`src/rtl/gbs_pkg.sv`:
```
// Types and constants of the greedy box suppression block
`default_nettype none

package gbs_pkg;

    localparam int COORD_W         = 16;
    localparam int INDEX_W         = 14;
    localparam int TOTAL_W         = 8;
    localparam int AREA_W          = 32;
    localparam int ENTRY_W         = 4 * COORD_W + AREA_W;
    localparam logic [15:0] THRESHOLD_RESET = 16'd45875;

    localparam int QUEUE_DEPTH     = 2;
    localparam int QUEUE_AW        = (QUEUE_DEPTH > 1) ? $clog2(QUEUE_DEPTH) : 1;
    localparam int QUEUE_CW        = $clog2(QUEUE_DEPTH + 1);

    typedef struct packed {
        logic                 first;
        logic [COORD_W-1:0]   left;
        logic [COORD_W-1:0]   top;
        logic [COORD_W-1:0]   width;
        logic [COORD_W-1:0]   height;
        logic [AREA_W-1:0]    area;
        logic [INDEX_W-1:0]   index;
    } gbs_item_t;

    typedef struct packed {
        logic                 keep;
        logic [INDEX_W-1:0]   box_index;
        logic [TOTAL_W-1:0]   kept_total;
        logic                 list_full;
    } gbs_result_t;

endpackage

`default_nettype wire

```
`src/rtl/gbs_front.sv`:
```
// Front end: takes boxes, numbers them within the set, works out the area
`default_nettype none

module gbs_front
    import gbs_pkg::*;
#(
    parameter int MAX_BOXES = 16384
) (
    input  wire logic               clk,
    input  wire logic               rst_n,
    input  wire logic               start,
    output logic                    busy,
    input  wire logic               first_of_set,
    input  wire logic [COORD_W-1:0] box_left,
    input  wire logic [COORD_W-1:0] box_top,
    input  wire logic [COORD_W-1:0] box_width,
    input  wire logic [COORD_W-1:0] box_height,
    input  wire logic               q_full,
    output logic                    q_push,
    output gbs_item_t               q_item
);

    localparam int PW = $clog2(MAX_BOXES);

    logic               stage_valid_reg, stage_valid_next;
    logic [PW-1:0]      pos_reg, pos_next;
    logic [PW-1:0]      idx;
    logic               accept;
    logic               first_reg;
    logic [COORD_W-1:0] left_reg, top_reg, width_reg, height_reg;
    logic [INDEX_W-1:0] index_reg;

    assign busy   = stage_valid_reg & q_full;
    assign accept = start & ~busy;
    assign q_push = stage_valid_reg & ~q_full;

    always_comb
    begin
        idx      = first_of_set ? '0 : pos_reg;
        pos_next = pos_reg;
        if (accept)
        begin
            pos_next = (idx < PW'(MAX_BOXES - 1)) ? idx + 1'b1 : idx;
        end
        stage_valid_next = stage_valid_reg;
        if (accept)
        begin
            stage_valid_next = 1'b1;
        end
        else if (q_push)
        begin
            stage_valid_next = 1'b0;
        end
    end

    always_ff @(posedge clk or negedge rst_n)
    begin
        if (!rst_n)
        begin
            stage_valid_reg <= 1'b0;
            pos_reg         <= '0;
        end
        else
        begin
            stage_valid_reg <= stage_valid_next;
            pos_reg         <= pos_next;
        end
    end

    always_ff @(posedge clk)
    begin
        if (accept)
        begin
            first_reg  <= first_of_set;
            left_reg   <= box_left;
            top_reg    <= box_top;
            width_reg  <= box_width;
            height_reg <= box_height;
            index_reg  <= INDEX_W'(idx);
        end
    end

    always_comb
    begin
        q_item.first  = first_reg;
        q_item.left   = left_reg;
        q_item.top    = top_reg;
        q_item.width  = width_reg;
        q_item.height = height_reg;
        q_item.area   = AREA_W'(width_reg) * AREA_W'(height_reg);
        q_item.index  = index_reg;
    end

endmodule

`default_nettype wire

```
`config.mk`:
```
export PLATFORM = sky130hd
export DESIGN_NAME = gbs_front
export DESIGN_NICKNAME = d
export VERILOG_FILES = /design/src/rtl/gbs_pkg.sv /design/src/rtl/gbs_front.sv
export SDC_FILE = /design/constraint.sdc
export NUM_CORES = 1
export LEC_CHECK = 0
export BUFFER_PORTS_ARGS = -buffer_cell sky130_fd_sc_hd__buf_2
export CAP_MARGIN = 5
export CORE_UTILIZATION = 55
export CTS_BUF_LIST = sky130_fd_sc_hd__clkbuf_2
export DETAILED_ROUTE_END_ITERATION = 8
export PLACE_DENSITY = 0.78
export RECOVER_POWER = 50
export SYNTH_ARGS = -nofsm -noshare
export SYNTH_HDL_FRONTEND = slang
export SYNTH_SLANG_ARGS = --single-unit
export TNS_END_PERCENT = 50
```
`constraint.sdc`:
```
create_clock -name clk -period 7.1 [get_ports clk]
set_input_delay 0.71 -clock clk [delete_from_list [all_inputs] [get_ports clk]]
set_output_delay 0.71 -clock clk [all_outputs]
set_load 0.005 [all_outputs]
```
==> impl_metrics.csv <==
group,metric,value,unit
final_layout,multi_input_area,8501,µm²
detailed_routing,drt_iter0_drc,469,
critical_path,r2r_start,"stage_valid_reg",
critical_path,slowest_stage,"fa_1",
placement,dp_cells,1629,
final_layout,fin_nets,1812,
critical_path,cp.arrival,6260,ps
clock_tree,tritoncts,"yes",
sta,finClkSkew,26.46,ps
floorplanning,dieArea,22220,µm²
detailed_routing,wl,28470,µm
hold_path,whs_path_depth,1,
detailed_routing,vias,9130,
final_layout,instances_no_fill,1724,
clock_tree,cts_buffers,9,
yosys,synth_top_area_share,32.65,%
global_route,grt_max_degree,66,
clock_tree,cts_buffer_depth,2,
clock_tree,clock_sinks,94,
clock_tree,htreeDepth,3,
critical_path,crit_type,"flip-flop to output port",
floorplanning,core,21090,µm²
global_route,antenna_found_initial,0,
global_route,grt-ovfl-total,0,
clock_tree,path_clk_slew,290,ps
flow_run,cap_violations,0,
detailed_routing,ant_nets,0,
detailed_routing,viasPerCell,5.296,
final_layout,seqCellArea,2748,µm²
critical_path,rrSetupSlack,4180,ps
sta,finalHoldViolCount,0,
global_route,grt_pass1_vias,9099,
detailed_routing,dr.pass1.iters,5,
sta,clock.fmax,143.5,MHz
yosys,ys_types,49,
critical_path,path_max_fanout,6,
placement,dp_hpwl,22110,µm
global_route,grt_pass1_wl,44270,µm
critical_path,worst-r2r-cell-count,9,
critical_path,r2r_end,"pos_reg[11]",
placement,routabilityCongestion,0.8861,
critical_path,cp-end-kind,"output port",
yosys,yosysSeqAreaShare,23.10,%
final_layout,fill_cells,1616,
yosys,yosysWarningCount,0,
yosys,synth_fp_nets,1554,
hold_path,hold_start,"box_width[6]",
placement,numPortBuffers,181,
yosys,avgSynthCellArea,10.03,µm²
final_layout,synthToLayoutAreaGrowth,20.60,%
final_layout,finish.utilization,68.04,%
critical_path,cp_data_required_time,6390,ps
sta,rsz0062_at_grt,"yes",
clock_tree,clockRootBuffer,"clkbuf_2",
sta,slew_viol_final,0,
sta,setup_viol,0,
detailed_routing,drc,0,
yosys,yosysTopAreaCell,"fa_1",
yosys,synth_edf_count,79,
sta,timing.setup.tns,0,ps
critical_path,cp_common_cell,"fa_1",
hold_path,hold_path_end,"width_reg[6]",
yosys,syn-cell-area,11900,µm²
global_route,grt_usage,25.56,%
floorplanning,rows,53,
floorplanning,ios,182,
critical_path,crit_chain,"buf_6 > buf_6 > and2_4 > fa_1 > inv_2 > fa_2 > inv_2 > fa_1 > fa_1 > fa_1 > inv_2 > fa_1 > inv_2 > ha_4 > and3_4 > nand2_4 > or3_4 > o21ai_4 > mux2i_1 > o211ai_1 > buf_2",
hold_path,worstHoldPathType,"input pin to flip-flop",
critical_path,critical_path.max_stage_delay,560,ps
sta,maxSlewHeadroom,38.04,%
sta,finalWorstPathRequiredPeriod,6970,ps
clock_tree,clk_latency,560,ps
sta,fin_crit_sh,98.17,%
yosys,netlist_instances,1186,
yosys,synthTopCellsByArea,"fa_1 (33%), edfxtp_1 (20%), ha_1 (11%)",
floorplanning,die_w,149.1,µm
critical_path,cp-start-kind,"flip-flop",
final_layout,drive_above_1_share,24.15,%
floorplanning,die-height,149.1,µm
final_layout,n_antenna_cell,0,
floorplanning,initial_core_util,56.41,%
yosys,synthFlopType,"edfxtp_1",
sta,hold-worst-slack,284.3,ps
status,status,"completed",
sta,worstMarginPinSlew,929.4,ps
detailed_routing,post_drt_wl_per_cell,16.52,µm
yosys,synth-seq-cells,94,
yosys,async_reset_ff_share,15.96,%
[critical path, delay by kind of cell (launching register included)]
kind            cells  cell delay [ps]
flops               1              480
fa+ha+maj           7             3370
mux                 1              220
buf+inv             7              600
simple gates        4              760
compound gates      2              270
[worst max path at each step]
| stage | cells past startpoint | startpoint | end |
|---|---|---|---|
| after global placement | 18 | height_reg[2] | q_item[42] |
| after floorplan | 21 | height_reg[7] | q_item[45] |
| after global routing | 22 | height_reg[4] | q_item[42] |
| final | 21 | height_reg[4] | q_item[42] |
| after CTS | 20 | height_reg[4] | q_item[42] |
| after detailed placement | 18 | height_reg[2] | q_item[42] |
[kinds of logic (layout without fill, tap and decap cells)]
| logic type | Yosys count | count (layout) | synth area share [%] |
|---|---|---|---|
| AOI/OAI and AO/OA | 99 | 99 | 5.700 |
| buffers and inverters | 275 | 538 | 8.709 |
| and+or+nand+nor | 378 | 378 | 15.76 |
| DFF | 94 | 94 | 23.10 |
| muxes | 2 | 2 | 0.1788 |
| adders and majority gates | 299 | 299 | 43.69 |
| xor gates and xnor gates | 39 | 39 | 2.871 |
[cell type report]
cell class                      count  share of cell area (%)
Multi-Input combinational cell    817                   59.25
Sequential cell                    94                   19.15
Timing Repair Buffer              287                   12.23
Inverter                          235                   6.148
Tap cell                          275                   2.398
Clock inverter                      7                  0.5145
Clock buffer                        9                  0.3139
[cell usage after synthesis (all sizes together) (2+ instances only)]
library cell / n
dfrtp: 15
a2111oi: 3
a31oi: 5
o21bai: 3
ha: 105
or3: 2
nand3b: 2
nand2b: 6
edfxtp: 79
o211ai: 7
nand2: 177
and3: 7
a21o: 12
o21a: 2
xnor2: 19
a21oi: 32
nor2b: 16
and2: 123
nor3: 7
nor2: 18
nand4: 5
buf: 2
inv: 235
a211oi: 6
nand3: 10
a211o: 2
clkbuf: 38
xor2: 20
fa: 194
and4b: 2
o21ai: 21
[placed cells by master (no fill, tap or decap), drive strengths merged, types with 2 or more instances in the layout]
cell,instances
a2111oi,3
a211o,2
a211oi,6
a21o,12
a21oi,32
a31oi,5
and2,123
and3,7
and4b,2
buf,259
clkbuf,36
clkinv,2
dfrtp,15
edfxtp,79
fa,194
ha,105
inv,240
nand2,177
nand2b,6
nand3,10
nand3b,2
nand4,5
nor2,18
nor2b,16
nor3,7
o211ai,7
o21a,2
o21ai,21
o21bai,3
or3,2
xnor2,19
xor2,20
[per-layer routing]
layer | up-vias | routed length [µm] | global-route usage [%] | part of all wire (%)
met4 | 0 | 797 | 7.143 | 2.8
met1 | 4541 | 11170 | 33.71 | 39
li1 | 4192 | - | - | -
met5 | - | 0 | 0 | 0
met2 | 330 | 14920 | 44.05 | 52
met3 | 67 | 1587 | 3.578 | 5.6
[stage by stage]
| stage | setup slack (ps) | instance area (µm²) |
|---|---|---|
| 6_report | 129.6 | 14350 |
| 5_1_grt | -93.56 | 14350 |
| 4_1_cts | -5.275 | 13720 |
| 3_5_place_dp | 200.3 | 13200 |
| 3_3_place_gp | 252.5 | 13200 |
| 2_1_floorplan | 865.5 | 11900 |
[timing repair]
action                     in CTS  in global routing
setup endpoints to repair      17                 16
hold buffers                    1                  0
pin swaps                       6                 66
buffers inserted               36                 42
hold endpoints to repair       15                  0
gates resized for setup        20                 88
Power is not shown: default switching activity piles up to over one toggle a cycle in this logic, so the estimate is an artifact.
