==> config.mk <==
export PLATFORM = sky130hd
export DESIGN_NAME = gbs_queue
export DESIGN_NICKNAME = d
export VERILOG_FILES = /design/src/rtl/gbs_pkg.sv /design/src/rtl/gbs_queue.sv
export SDC_FILE = /design/constraint.sdc
export NUM_CORES = 1
export LEC_CHECK = 0
export BUFFER_PORTS_ARGS = -buffer_cell sky130_fd_sc_hd__buf_2
export CAP_MARGIN = 15
export CORE_UTILIZATION = 47
export DETAILED_ROUTE_END_ITERATION = 6
export GPL_TIMING_DRIVEN = 0
export PLACE_DENSITY = 0.76
export SLEW_MARGIN = 25
export SYNTH_ARGS = -nofsm -noshare
export SYNTH_HDL_FRONTEND = slang
export SYNTH_SLANG_ARGS = --single-unit
==> constraint.sdc <==
create_clock -name clk -period 5.6 [get_ports clk]
set_input_delay 0.56 -clock clk [delete_from_list [all_inputs] [get_ports clk]]
set_output_delay 0.56 -clock clk [all_outputs]
set_load 0.05 [all_outputs]
==> src/rtl/gbs_pkg.sv <==
// Types and constants of the greedy box suppression block
`default_nettype none

package gbs_pkg;

    localparam int COORD_W         = 16;
    localparam int INDEX_W         = 14;
    localparam int TOTAL_W         = 8;
    localparam int AREA_W          = 32;
    localparam int ENTRY_W         = 4 * COORD_W + AREA_W;
    localparam logic [15:0] THRESHOLD_RESET = 16'd45875;

    localparam int QUEUE_DEPTH     = 2;
    localparam int QUEUE_AW        = (QUEUE_DEPTH > 1) ? $clog2(QUEUE_DEPTH) : 1;
    localparam int QUEUE_CW        = $clog2(QUEUE_DEPTH + 1);

    typedef struct packed {
        logic                 first;
        logic [COORD_W-1:0]   left;
        logic [COORD_W-1:0]   top;
        logic [COORD_W-1:0]   width;
        logic [COORD_W-1:0]   height;
        logic [AREA_W-1:0]    area;
        logic [INDEX_W-1:0]   index;
    } gbs_item_t;

    typedef struct packed {
        logic                 keep;
        logic [INDEX_W-1:0]   box_index;
        logic [TOTAL_W-1:0]   kept_total;
        logic                 list_full;
    } gbs_result_t;

endpackage

`default_nettype wire

==> src/rtl/gbs_queue.sv <==
// Short queue of numbered boxes between front and back ends
`default_nettype none

module gbs_queue
    import gbs_pkg::*;
(
    input  wire logic      clk,
    input  wire logic      rst_n,
    input  wire logic      push,
    input  wire gbs_item_t push_item,
    output logic           full,
    input  wire logic      pop,
    output gbs_item_t      pop_item,
    output logic           empty
);

    gbs_item_t             mem_reg [QUEUE_DEPTH];
    logic [QUEUE_AW-1:0]   wr_ptr_reg, wr_ptr_next;
    logic [QUEUE_AW-1:0]   rd_ptr_reg, rd_ptr_next;
    logic [QUEUE_CW-1:0]   fill_reg, fill_next;

    assign full     = (fill_reg == QUEUE_CW'(QUEUE_DEPTH));
    assign empty    = (fill_reg == '0);
    assign pop_item = mem_reg[rd_ptr_reg];

    always_comb
    begin
        wr_ptr_next = wr_ptr_reg;
        rd_ptr_next = rd_ptr_reg;
        fill_next   = fill_reg;
        if (push)
        begin
            wr_ptr_next = (wr_ptr_reg == QUEUE_AW'(QUEUE_DEPTH - 1)) ? '0 : wr_ptr_reg + 1'b1;
        end
        if (pop)
        begin
            rd_ptr_next = (rd_ptr_reg == QUEUE_AW'(QUEUE_DEPTH - 1)) ? '0 : rd_ptr_reg + 1'b1;
        end
        if (push && !pop)
        begin
            fill_next = fill_reg + 1'b1;
        end
        else if (pop && !push)
        begin
            fill_next = fill_reg - 1'b1;
        end
    end

    always_ff @(posedge clk or negedge rst_n)
    begin
        if (!rst_n)
        begin
            wr_ptr_reg <= '0;
            rd_ptr_reg <= '0;
            fill_reg   <= '0;
        end
        else
        begin
            wr_ptr_reg <= wr_ptr_next;
            rd_ptr_reg <= rd_ptr_next;
            fill_reg   <= fill_next;
        end
    end

    always_ff @(posedge clk)
    begin
        if (push)
        begin
            mem_reg[wr_ptr_reg] <= push_item;
        end
    end

endmodule

`default_nettype wire

==> qor.log, run 1 <==
qor: layout.final_layout_size_suffix_gt1_share 60.3%
qor: drt.dr.first_iter.drc_count 146
qor: power_and_ir_drop.power.density_cell_area 602 nW/µm²
qor: sta.worst-slew-pin-transition 0.535 ns
qor: clock_tree.cts.root.buffer_cell sky130_fd_sc_hd__clkbuf_16
qor: grt.met3_usage 5.59%
qor: clock_tree.ctsLongestPathBuffers 3
qor: floorplanning.die_height 134 µm
qor: floorplanning.floorplan.die.width 134 µm
qor: floorplanning.core_box_area 16,800 µm²
qor: worst_setup_path.crit_arrival 1.92 ns
qor: sta.maxClockFrequency 403 MHz
qor: worst_setup_path.worstPathCellList buf_4 -> buf_6 -> mux2_2 -> buf_2
qor: layout.layout.core_utilization 62.6%
qor: worst_setup_path.worst_setup_path_start_kind flip-flop
qor: logic_synthesis.synth_area_in_compound_gates 0%
qor: layout.layout.nets 738
qor: logic_synthesis.synth.area.mux_share 15.2%
qor: grt.grt_pass1_vias 4,667
qor: sta.post-route-min-period 2.48 ns
qor: worst_setup_path.worst-setup-path-type flip-flop to output pin
qor: layout.largest_register_ffs 222
qor: clock_tree.level_count_of_the_clock_h_tree 1
qor: drt.routed_wire_length_per_instance 17.6 µm
qor: grt.grt_use_met2 30.4%
qor: grt.number_of_antenna_violations_at_the_first_check_in_global_routing 0
qor: clock_tree.cts_setup_buffers 0
qor: worst_setup_path.timing.critical_path.buf_inv 3
qor: grt.grt_pass1_wl 23,400 µm
qor: status.status complete, no violations
qor: sta.final_setup_violating_endpoints 0
qor: logic_synthesis.syn-cell-area 8220 µm²
qor: sta.slew_viol_final 0
qor: placed_design.port-buffer-count 227
qor: grt.grt_usage 16.8%
qor: logic_synthesis.syn-mean-instance-area 22.8 µm²
qor: sta.rsz0062_at_grt no
qor: power_and_ir_drop.comb_power_share 41.8%
qor: layout.mostFrequentLayoutCell sky130_fd_sc_hd__buf_2
qor: sta.report.final.hold_viol_count 0
qor: hold_path.min_path_type input port to flip-flop
qor: drt.route.vias.total 4,228
qor: worst_setup_path.worst-path-max-fanout 10
qor: power_and_ir_drop.power_frac_clock 21.6%
qor: worst_setup_path.timing.critical_path.to_type output pin
qor: clock_tree.clk_latency 0.49 ns
qor: drt.drc 0
qor: clock_tree.cts_sinks 226
qor: logic_synthesis.synthesized_nets 477
qor: run.max-cap-violations 0
qor: grt.grt_start_max_net_pins 52
qor: worst_setup_path.timing.critical_path.slowest_cell_delay 0.38 ns
qor: power_and_ir_drop.total_switching_power 2510 µW
qor: sta.final_min_period_over_clock_period 44.3%
qor: power_and_ir_drop.swShare 39.6%
qor: sta.timing.clock.skew 0.00556 ns
qor: drt.finalWirelength 15,100 µm
qor: sta.max_slew_margin 64.3%
qor: logic_synthesis.yosysSeqAreaShare 82.4%
qor: layout.mostFrequentLayoutCells sky130_fd_sc_hd__buf_2 (230), sky130_fd_sc_hd__edfxtp_1 (222), sky130_fd_sc_hd__mux2_2 (111), sky130_fd_sc_hd__clkbuf_16 (23), sky130_fd_sc_hd__clkbuf_1 (12)
qor: sta.finalSetupTns 0 ns
qor: power_and_ir_drop.cellLeakagePower 0.00399 µW
qor: grt.gr-total-overflow 0
qor: floorplanning.die_area 18,000 µm²
qor: logic_synthesis.synth_top_family_by_area multiplexers
qor: clock_tree.worst_setup_hold_path_clk_slew 0.06 ns
qor: power_and_ir_drop.internal-power 3820 µW
qor: layout.diodes 0
qor: power_and_ir_drop.power.sequential.fraction 36.6%
qor: layout.non_filler_cell_area_final 10,500 µm²
qor: grt.grt_util_met1 18.8%
qor: placed_design.placed_cells 816
qor: logic_synthesis.yosysWarnings 0
qor: logic_synthesis.ys_seq_elements 226
qor: power_and_ir_drop.peakVddDrop 0.484 mV
qor: worst_setup_path.crit_slowest_cell sky130_fd_sc_hd__dfrtp_1
qor: clock_tree.cts_made_buffers 23
qor: clock_tree.holdBufCountCts 1
qor: layout.layout-area-overhead-vs-synth 28.1%
qor: logic_synthesis.synthXorXnorAreaFrac 0.533%
qor: power_and_ir_drop.design_power_total 6330 µW
qor: grt.gr-max-usage-layer met2
qor: placed_design.dp.final_hpwl 10,600 µm
qor: logic_synthesis.synth.lib_cells_used.distinct 13
qor: drt.detailedRoute.firstPassIterationCount 5
qor: floorplanning.io_pins 228
qor: logic_synthesis.synth_adder_area_share 0.152%
qor: drt.final_antenna_net_count 0
qor: floorplanning.rows 47
qor: logic_synthesis.yosys.area_share.simple 0.320%
qor: placed_design.place_area 9840 µm²
qor: worst_setup_path.cp_data_required_time 5.04 ns
qor: drt.post_drt_via_cell_ratio 4.93
qor: logic_synthesis.synthesis.instances 361
qor: clock_tree.tritoncts_clock_tree built
qor: layout.layoutNonFillerInstCount 857
qor: floorplanning.start_util 48.8%
qor: clock_tree.cts_resized 0
qor: placed_design.gp_routability_congestion 0.715
qor: worst_setup_path.crit_family buffers and inverters
## power by group through the flow
stage                     sequential (µW)  clock, µW  combinational, µW
after floorplan                      2360          0               2030
after global placement               2390          0               2530
after detailed placement             2360          0               2660
after CTS                            2320       1400               2680
after global routing                 2350       1460               2760
final                                2320       1370               2650
## final cells by class
class,count,area [µm²]
Sequential cell,226,6770
Fill cell,1221,6300
Timing Repair Buffer,236,1350
Multi-Input combinational cell,122,1340
Clock buffer,35,621
Tap cell,220,275
Buffer,12,113
Clock inverter,5,45.0
Inverter,1,3.75
## worst paths after layout
path | cells after the start | endpoint | slack (ns) | start
min reg2reg | 1 | fill_reg[1]$_DFFE_PN0P_ | 0.49 | fill_reg[1]$_DFFE_PN0P_
min | 1 | mem_reg[1][43]$_DFFE_PP_ | 0.25 | push_item[43]
min in group asynchronous | 2 | fill_reg[0]$_DFFE_PN0P_ | 0.40 | rst_n
max reg2reg | 4 | mem_reg[0][68]$_DFFE_PP_ | 3.81 | wr_ptr_reg$_DFFE_PN0P_
max | 4 | pop_item[10] | 3.12 | rd_ptr_reg$_DFFE_PN0P_
max in group asynchronous | 2 | fill_reg[1]$_DFFE_PN0P_ | 5.08 | rst_n
## synthesized netlist by cell type, drive strengths merged
cell	instances	area [µm²]
edfxtp	222	6670
mux2	111	1250
buf	12	113
dfrtp	4	100
xor2	4	35.0
nor2	2	7.51
nor2b	2	12.5
and2	1	6.26
ha	1	12.5
inv	1	3.75
xnor2	1	8.76
## worst register-to-register path, stage by stage, from the launching register on
cell                      delay, ns
sky130_fd_sc_hd__dfrtp_1       0.43
sky130_fd_sc_hd__nor2b_4       0.47
sky130_fd_sc_hd__buf_16        0.23
sky130_fd_sc_hd__buf_16        0.18
sky130_fd_sc_hd__buf_8         0.19
## logic make-up after synthesis
| group | count (synthesis) |
|---|---|
| fa+ha+maj | 1 |
| simple gates | 5 |
| flops | 226 |
| buf+inv | 13 |
| mux | 111 |
| xor+xnor | 5 |
## metrics by stage
step	hold WS [ns]	setup slack, ns
after floorplan	0.264	1.71
after global placement	0.364	0.292
after detailed placement	0.371	3.49
after CTS	0.234	3.07
after global routing	0.230	3.01
final	0.254	3.12
## metal layers
layer | share of wire (%) | vias to the layer above
met1 | 37 | 2070
li1 | - | 1960
met4 | 2.7 | 0
met5 | 0 | -
met2 | 51 | 165
met3 | 8.6 | 33
Power figures use the tool's default switching activity.
==> run 2: changes to the inputs <==
==> constraint.sdc (replaced) <==
create_clock -name clk -period 2.2 [get_ports clk]
set_input_delay 0.22 -clock clk [delete_from_list [all_inputs] [get_ports clk]]
set_output_delay 0.22 -clock clk [all_outputs]
set_load 0.05 [all_outputs]
==> run 2 against run 1 <==
  * Setup slack lost 3.0 ns
  * Sequential cell count stayed put
  * Critical path depth is the same
  * Non-clock buffer count is 112 higher
  * Combinational power grew to 2.6 times the previous value
==> qor.log, run 2 (synthesized netlist as in run 1, its figures left out) <==
qor: grt.grt_start_max_net_pins 53 [was 52]
qor: grt.grt_pass1_vias 5,113 [was 4,667]
qor: clock_tree.cts_sinks 226 [unchanged]
qor: sta.maxClockFrequency 475 MHz
qor: power_and_ir_drop.internal-power 9720 µW [was 3820 µW]
qor: layout.mostFrequentLayoutCell sky130_fd_sc_hd__buf_2 [unchanged]
qor: drt.dr.first_iter.drc_count 143 [was 146]
qor: placed_design.port-buffer-count 227 [unchanged]
qor: clock_tree.cts.root.buffer_cell sky130_fd_sc_hd__clkbuf_16 [unchanged]
qor: worst_setup_path.worst-setup-path-type flip-flop to output pin [unchanged]
qor: sta.timing.clock.skew 0.00650 ns [was 0.00556 ns]
qor: grt.grt_usage 19.1% [was 16.8%]
qor: sta.post-route-min-period 2.10 ns
qor: floorplanning.io_pins 228 [unchanged]
qor: sta.max_slew_margin 70.6% [was 64.3%]
qor: sta.final_setup_violating_endpoints 0 [unchanged]
qor: worst_setup_path.timing.critical_path.to_type output pin [unchanged]
qor: power_and_ir_drop.cellLeakagePower 0.00445 µW [was 0.00399 µW]
qor: floorplanning.floorplan.die.width 134 µm [unchanged]
qor: power_and_ir_drop.power_frac_clock 20.8% [was 21.6%]
qor: sta.slew_viol_final 0 [unchanged]
qor: status.status complete, no violations [unchanged]
qor: worst_setup_path.crit_arrival 1.88 ns [was 1.92 ns]
qor: power_and_ir_drop.power.density_cell_area 1400 nW/µm² [was 602 nW/µm²]
qor: layout.largest_register_ffs 222 [unchanged]
qor: layout.non_filler_cell_area_final 11,600 µm² [was 10,500 µm²]
qor: clock_tree.cts_setup_buffers 0 [unchanged]
qor: placed_design.dp.final_hpwl 10,300 µm [was 10,600 µm]
qor: drt.finalWirelength 17,300 µm [was 15,100 µm]
qor: floorplanning.core_box_area 16,800 µm² [unchanged]
qor: layout.nFillCells 1,080 [was 1,221]
qor: clock_tree.ctsLongestPathBuffers 3 [unchanged]
qor: floorplanning.start_util 48.8% [unchanged]
qor: worst_setup_path.worst_setup_path_start_kind flip-flop [unchanged]
qor: floorplanning.rows 47 [unchanged]
qor: sta.final_min_period_over_clock_period 95.7%
qor: clock_tree.clk_latency 0.49 ns [about the same]
qor: drt.final_antenna_net_count 0 [unchanged]
qor: sta.finalSetupTns 0 ns [unchanged]
qor: placed_design.place_area 9820 µm² [was 9840 µm²]
qor: power_and_ir_drop.swShare 40.1% [was 39.6%]
qor: drt.post_drt_via_cell_ratio 4.91 [was 4.93]
qor: sta.worst-slew-pin-transition 0.439 ns [was 0.535 ns]
qor: grt.gr-total-overflow 0 [unchanged]
qor: floorplanning.die_height 134 µm [unchanged]
qor: placed_design.pre_cts_ws 0.441 ns [was 3.49 ns]
qor: hold_path.min_path_type input port to async pin [was input port to flip-flop]
qor: power_and_ir_drop.comb_power_share 42.7% [was 41.8%]
qor: power_and_ir_drop.total_switching_power 6520 µW [was 2510 µW]
qor: sta.rsz0062_at_grt no [unchanged]
qor: drt.drc 0 [unchanged]
qor: sta.report.final.hold_viol_count 0 [unchanged]
qor: grt.number_of_antenna_violations_at_the_first_check_in_global_routing 0 [unchanged]
qor: layout.diodes 0 [unchanged]
qor: floorplanning.die_area 18,000 µm² [unchanged]
qor: placed_design.gp_routability_congestion 0.711 [was 0.715]
qor: worst_setup_path.cp_data_required_time 1.98 ns [was 5.04 ns]
qor: layout.mostFrequentLayoutCells sky130_fd_sc_hd__buf_2 (230), sky130_fd_sc_hd__edfxtp_1 (222), sky130_fd_sc_hd__dlygate4sd3_1 (114), sky130_fd_sc_hd__mux2_2 (111), sky130_fd_sc_hd__clkbuf_16 (23) [was sky130_fd_sc_hd__buf_2 (230), sky130_fd_sc_hd__edfxtp_1 (222), sky130_fd_sc_hd__mux2_2 (111), sky130_fd_sc_hd__clkbuf_16 (23), sky130_fd_sc_hd__clkbuf_1 (12)]
qor: power_and_ir_drop.peakVddDrop 1.04 mV [was 0.484 mV]
qor: drt.route.vias.total 4,744 [was 4,228]
qor: sta.setup_ws 0.0956 ns [was 3.12 ns]
qor: clock_tree.worst_setup_hold_path_clk_slew 0.06 ns [about the same]
qor: drt.detailedRoute.firstPassIterationCount 5 [unchanged]
qor: layout.layout-area-overhead-vs-synth 41.3% [was 28.1%]
qor: worst_setup_path.worst-path-max-fanout 10 [unchanged]
qor: clock_tree.cts_made_buffers 23 [unchanged]
qor: power_and_ir_drop.power.sequential.fraction 36.5% [was 36.6%]
qor: clock_tree.tritoncts_clock_tree built [unchanged]
qor: layout.final_layout_size_suffix_gt1_share 51.9% [was 60.3%]
qor: clock_tree.level_count_of_the_clock_h_tree 1 [unchanged]
qor: sta.holdWs 0.0685 ns [was 0.254 ns]
qor: drt.routed_wire_length_per_instance 17.9 µm [was 17.6 µm]
qor: layout.layout.nets 850 [was 738]
qor: grt.grt_pass1_wl 26,300 µm [was 23,400 µm]
qor: run.max-cap-violations 0 [unchanged]
==> run 2: stage by stage <==
step,total power [µW],util [%],std cells
global route,16800,69.0,966
floorplan,11100,-,361
global placement,12500,57.3,808
CTS,16300,69.0,966
finish,16200,69.0,966
detailed placement,12700,58.4,815
==> run 2: power by group through the flow <==
stage	Combinational (µW)	Clock, µW	Sequential (µW)
after global placement	6450	0	6010
after floorplan	5170	0	5970
after global routing	7210	3620	5980
after detailed placement	6740	0	5990
after CTS	6950	3450	5910
final	6940	3380	5920
==> run 2: area by class of cell <==
cell class              count  area [µm²]  area share (%)
clock inverters             9        46.3           0.399
clock buffers              28         594            5.12
inverters                   1        3.75          0.0323
plain buffers              12         116            1.00
multi-input cells         122        1340            11.6
repair buffers            348        2460            21.2
flip-flops and latches    226        6770            58.3
well taps                 220         275            2.37
==> run 2: final timing paths <==
kind	depth (start not counted)	slack (ns)	start	to
min reg2reg	1	0.49	fill_reg[1]$_DFFE_PN0P_	fill_reg[1]$_DFFE_PN0P_
min	2	0.07	rst_n	fill_reg[1]$_DFFE_PN0P_
max reg2reg	4	0.46	wr_ptr_reg$_DFFE_PN0P_	mem_reg[0][41]$_DFFE_PP_
min in group clk	2	0.44	push_item[34]	mem_reg[0][34]$_DFFE_PP_
max	4	0.1	rd_ptr_reg$_DFFE_PN0P_	pop_item[4]
max in group asynchronous	2	2.01	rst_n	rd_ptr_reg$_DFFE_PN0P_
==> run 2: repair_timing <==
action	CTS	global route
hold endpoints to repair	228	0
setup endpoints to repair	2	0
hold buffers	114	0
resized for setup	1	0
==> run 2: critical path, stage by stage (launching register included) <==
cell and delay (ns):
sky130_fd_sc_hd__dfrtp_1 0.39, sky130_fd_sc_hd__buf_6 0.23, sky130_fd_sc_hd__buf_6 0.19, sky130_fd_sc_hd__mux2_2 0.36, sky130_fd_sc_hd__buf_2 0.22
==> run 2: layer usage <==
metal  vias up  GRT usage [%]  part of all wire (%)
met1      2322           20.8                    37
met2       199           35.5                    53
met4         0           6.12                   2.5
met5         -              0                     0
li1       2184              -                     -
met3        39           5.40                   7.6
==> run 3: changes to the inputs <==
--- a/config.mk
+++ b/config.mk
@@ -10,6 +10,7 @@
 export CORE_UTILIZATION = 47
 export DETAILED_ROUTE_END_ITERATION = 6
 export GPL_TIMING_DRIVEN = 0
+export HOLD_SLACK_MARGIN = 0.08
 export PLACE_DENSITY = 0.76
 export SLEW_MARGIN = 25
 export SYNTH_ARGS = -nofsm -noshare
==> run 3 against run 2 <==
  * Count of clock-buffer cells in the layout is the same
  * Sequential power about the same
  * Register-to-register slack about the same
  * Wire length hardly changed
  * Clock power about the same
  * Cell area barely moved
  * Total power about the same
  * Sequential share of layout area fell by 0.050 points
  * Critical endpoint unchanged
==> qor.log, run 3 (synthesized netlist as in run 1, its figures left out) <==
qor: status.status complete, no violations [unchanged]
qor: floorplanning.core_box_area 16,800 µm² [unchanged]
qor: power_and_ir_drop.design_power_total 16,200 µW [about the same]
qor: clock_tree.level_count_of_the_clock_h_tree 1 [unchanged]
qor: clock_tree.cts.root.buffer_cell sky130_fd_sc_hd__clkbuf_16 [unchanged]
qor: floorplanning.rows 47 [unchanged]
qor: floorplanning.start_util 48.8% [unchanged]
qor: clock_tree.ctsLongestPathBuffers 3 [unchanged]
qor: hold_path.min_path_type input port to flip-flop [was input port to async pin]
qor: clock_tree.clk_latency 0.49 ns [about the same]
qor: worst_setup_path.timing.critical_path.slowest_cell_delay 0.39 ns [about the same]
qor: grt.grt_start_max_net_pins 53 [unchanged]
qor: drt.post_drt_via_cell_ratio 4.92 [was 4.91]
qor: grt.grt_pass1_vias 5,138 [was 5,113]
qor: clock_tree.cts_made_buffers 23 [unchanged]
qor: clock_tree.tritoncts_clock_tree built [unchanged]
qor: sta.maxClockFrequency 476 MHz [was 475 MHz]
qor: worst_setup_path.worst-path-max-fanout 10 [unchanged]
qor: placed_design.gp_routability_congestion 0.711 [unchanged]
qor: clock_tree.worst_setup_hold_path_clk_slew 0.06 ns [about the same]
qor: sta.final_setup_violating_endpoints 0 [unchanged]
qor: clock_tree.cts_sinks 226 [unchanged]
qor: drt.dr.first_iter.drc_count 162 [was 143]
qor: grt.grt_usage 19.2% [was 19.1%]
qor: drt.final_antenna_net_count 0 [unchanged]
qor: drt.routed_wire_length_per_instance 17.9 µm [about the same]
qor: floorplanning.floorplan.die.width 134 µm [unchanged]
qor: sta.report.final.hold_viol_count 0 [unchanged]
qor: clock_tree.cts_setup_buffers 0 [unchanged]
qor: worst_setup_path.worst-setup-path-type flip-flop to output pin [unchanged]
qor: layout.mostFrequentLayoutCell sky130_fd_sc_hd__buf_2 [unchanged]
qor: grt.gr-total-overflow 0 [unchanged]
qor: power_and_ir_drop.power.density_cell_area 1400 nW/µm² [about the same]
qor: layout.mostFrequentLayoutCells sky130_fd_sc_hd__buf_2 (230), sky130_fd_sc_hd__edfxtp_1 (222), sky130_fd_sc_hd__dlygate4sd3_1 (115), sky130_fd_sc_hd__mux2_2 (111), sky130_fd_sc_hd__clkbuf_16 (23) [was sky130_fd_sc_hd__buf_2 (230), sky130_fd_sc_hd__edfxtp_1 (222), sky130_fd_sc_hd__dlygate4sd3_1 (114), sky130_fd_sc_hd__mux2_2 (111), sky130_fd_sc_hd__clkbuf_16 (23)]
qor: worst_setup_path.timing.critical_path.to_type output pin [unchanged]
qor: floorplanning.die_area 18,000 µm² [unchanged]
qor: power_and_ir_drop.cellLeakagePower 0.00446 µW [was 0.00445 µW]
qor: sta.timing.clock.skew 0.00721 ns [was 0.00650 ns]
qor: sta.worst-slew-pin-transition 0.445 ns [was 0.439 ns]
qor: sta.final_min_period_over_clock_period 95.5% [was 95.7%]
qor: sta.post-route-min-period 2.10 ns [about the same]
qor: drt.detailedRoute.firstPassIterationCount 5 [unchanged]
qor: worst_setup_path.crit_arrival 1.88 ns [about the same]
qor: layout.diodes 0 [unchanged]
qor: grt.number_of_antenna_violations_at_the_first_check_in_global_routing 0 [unchanged]
qor: layout.layout.core_utilization 69.1% [was 69.0%]
qor: layout.layout-area-overhead-vs-synth 41.4% [was 41.3%]
qor: floorplanning.io_pins 228 [unchanged]
qor: layout.largest_register_ffs 222 [unchanged]
qor: placed_design.port-buffer-count 227 [unchanged]
qor: drt.finalWirelength 17,300 µm [about the same]
qor: sta.slew_viol_final 0 [unchanged]
qor: worst_setup_path.cpMostUsedCell sky130_fd_sc_hd__buf_6 [unchanged]
qor: sta.max_slew_margin 70.3% [was 70.6%]
qor: grt.grt_pass1_wl 26,400 µm [was 26,300 µm]
qor: drt.drc 0 [unchanged]
qor: worst_setup_path.worstPathCellList buf_6 -> buf_6 -> mux2_2 -> buf_2 [unchanged]
qor: layout.final_layout_size_suffix_gt1_share 51.8% [was 51.9%]
qor: floorplanning.die_height 134 µm [unchanged]
qor: layout.layout.nets 851 [was 850]
qor: sta.rsz0062_at_grt no [unchanged]
qor: drt.route.vias.total 4,759 [was 4,744]
qor: power_and_ir_drop.peakVddDrop 1.05 mV [was 1.04 mV]
qor: worst_setup_path.worst_setup_path_start_kind flip-flop [unchanged]
qor: placed_design.dp.final_hpwl 10,300 µm [unchanged]
qor: worst_setup_path.cp_data_required_time 1.98 ns [about the same]
qor: run.max-cap-violations 0 [unchanged]
qor: worst_setup_path.crit_slowest_cell sky130_fd_sc_hd__dfrtp_1 [unchanged]
-- run 3: changes by cell type in the layout (fill, tap and decap cells not counted), sizes merged --
cell / change
dlygate4sd3: +1
-- run 3: power breakdown --
part,switching [µW],leakage [µW],total (µW),internal (µW)
Clock,1470,0.000317,3380,1910
Combinational,4830,0.00201,6940,2110
Sequential,210,0.00213,5910,5710
-- run 3: per-stage QoR --
step	instance area, µm²	setup TNS, ns	hold WS [ns]	cells	setup WS, ns
2_1_floorplan	8220	-37.90	-0.0756	361	-0.294
3_3_place_gp	9640	-184.34	0.0264	808	-1.03
3_5_place_dp	9820	0	0.0308	815	0.441
4_1_cts	11600	0	0.426	967	0.0565
5_1_grt	11600	0	0.436	967	0.0166
6_report	11600	0	0.444	967	0.0994
-- run 3: layout make-up --
type	instances	area (µm²)
timing repair buffer	349	2470
tap	220	275
fill	1075	5200
multi-input combinational	122	1340
sequential	226	6770
buffer	12	116
clock inverter	9	46.3
inverter	1	3.75
clock buffer	28	594
-- run 3: worst max-delay path, delay by kind of cell, from the launching register on --
kind                   cells  cell delay (ns)
buffers and inverters      3             0.64
flip-flops                 1             0.39
multiplexers               1             0.36
-- run 3: final timing paths --
path                            depth (start not counted)                  endpoint  slack (ns)                    start
worst min-delay path                                    2  mem_reg[0][34]$_DFFE_PP_        0.44            push_item[34]
max in group asynchronous                               3    rd_ptr_reg$_DFFE_PN0P_        1.37                    rst_n
worst max register to register                          4  mem_reg[0][41]$_DFFE_PP_        0.45   wr_ptr_reg$_DFFE_PN0P_
worst max-delay path                                    4               pop_item[4]         0.1   rd_ptr_reg$_DFFE_PN0P_
min in group asynchronous                               3   fill_reg[1]$_DFFE_PN0P_        0.66                    rst_n
worst min register to register                          1   fill_reg[1]$_DFFE_PN0P_        0.49  fill_reg[1]$_DFFE_PN0P_
-- run 3: routing by layer --
metal	wire, µm	vias up	share of wire [%]	global-route usage (%)
met5	0	-	0	0
met4	470	0	2.7	6.43
met3	1360	45	7.9	5.52
met2	9260	212	54	35.8
met1	6180	2315	36	20.6
li1	-	2187	-	-
-- run 3: timing repair --
action | CTS | global route
hold endpoints to repair | 228 | 0
hold buffers | 115 | 0
endpoints found under the setup margin | 2 | 0
resized for setup | 1 | 0
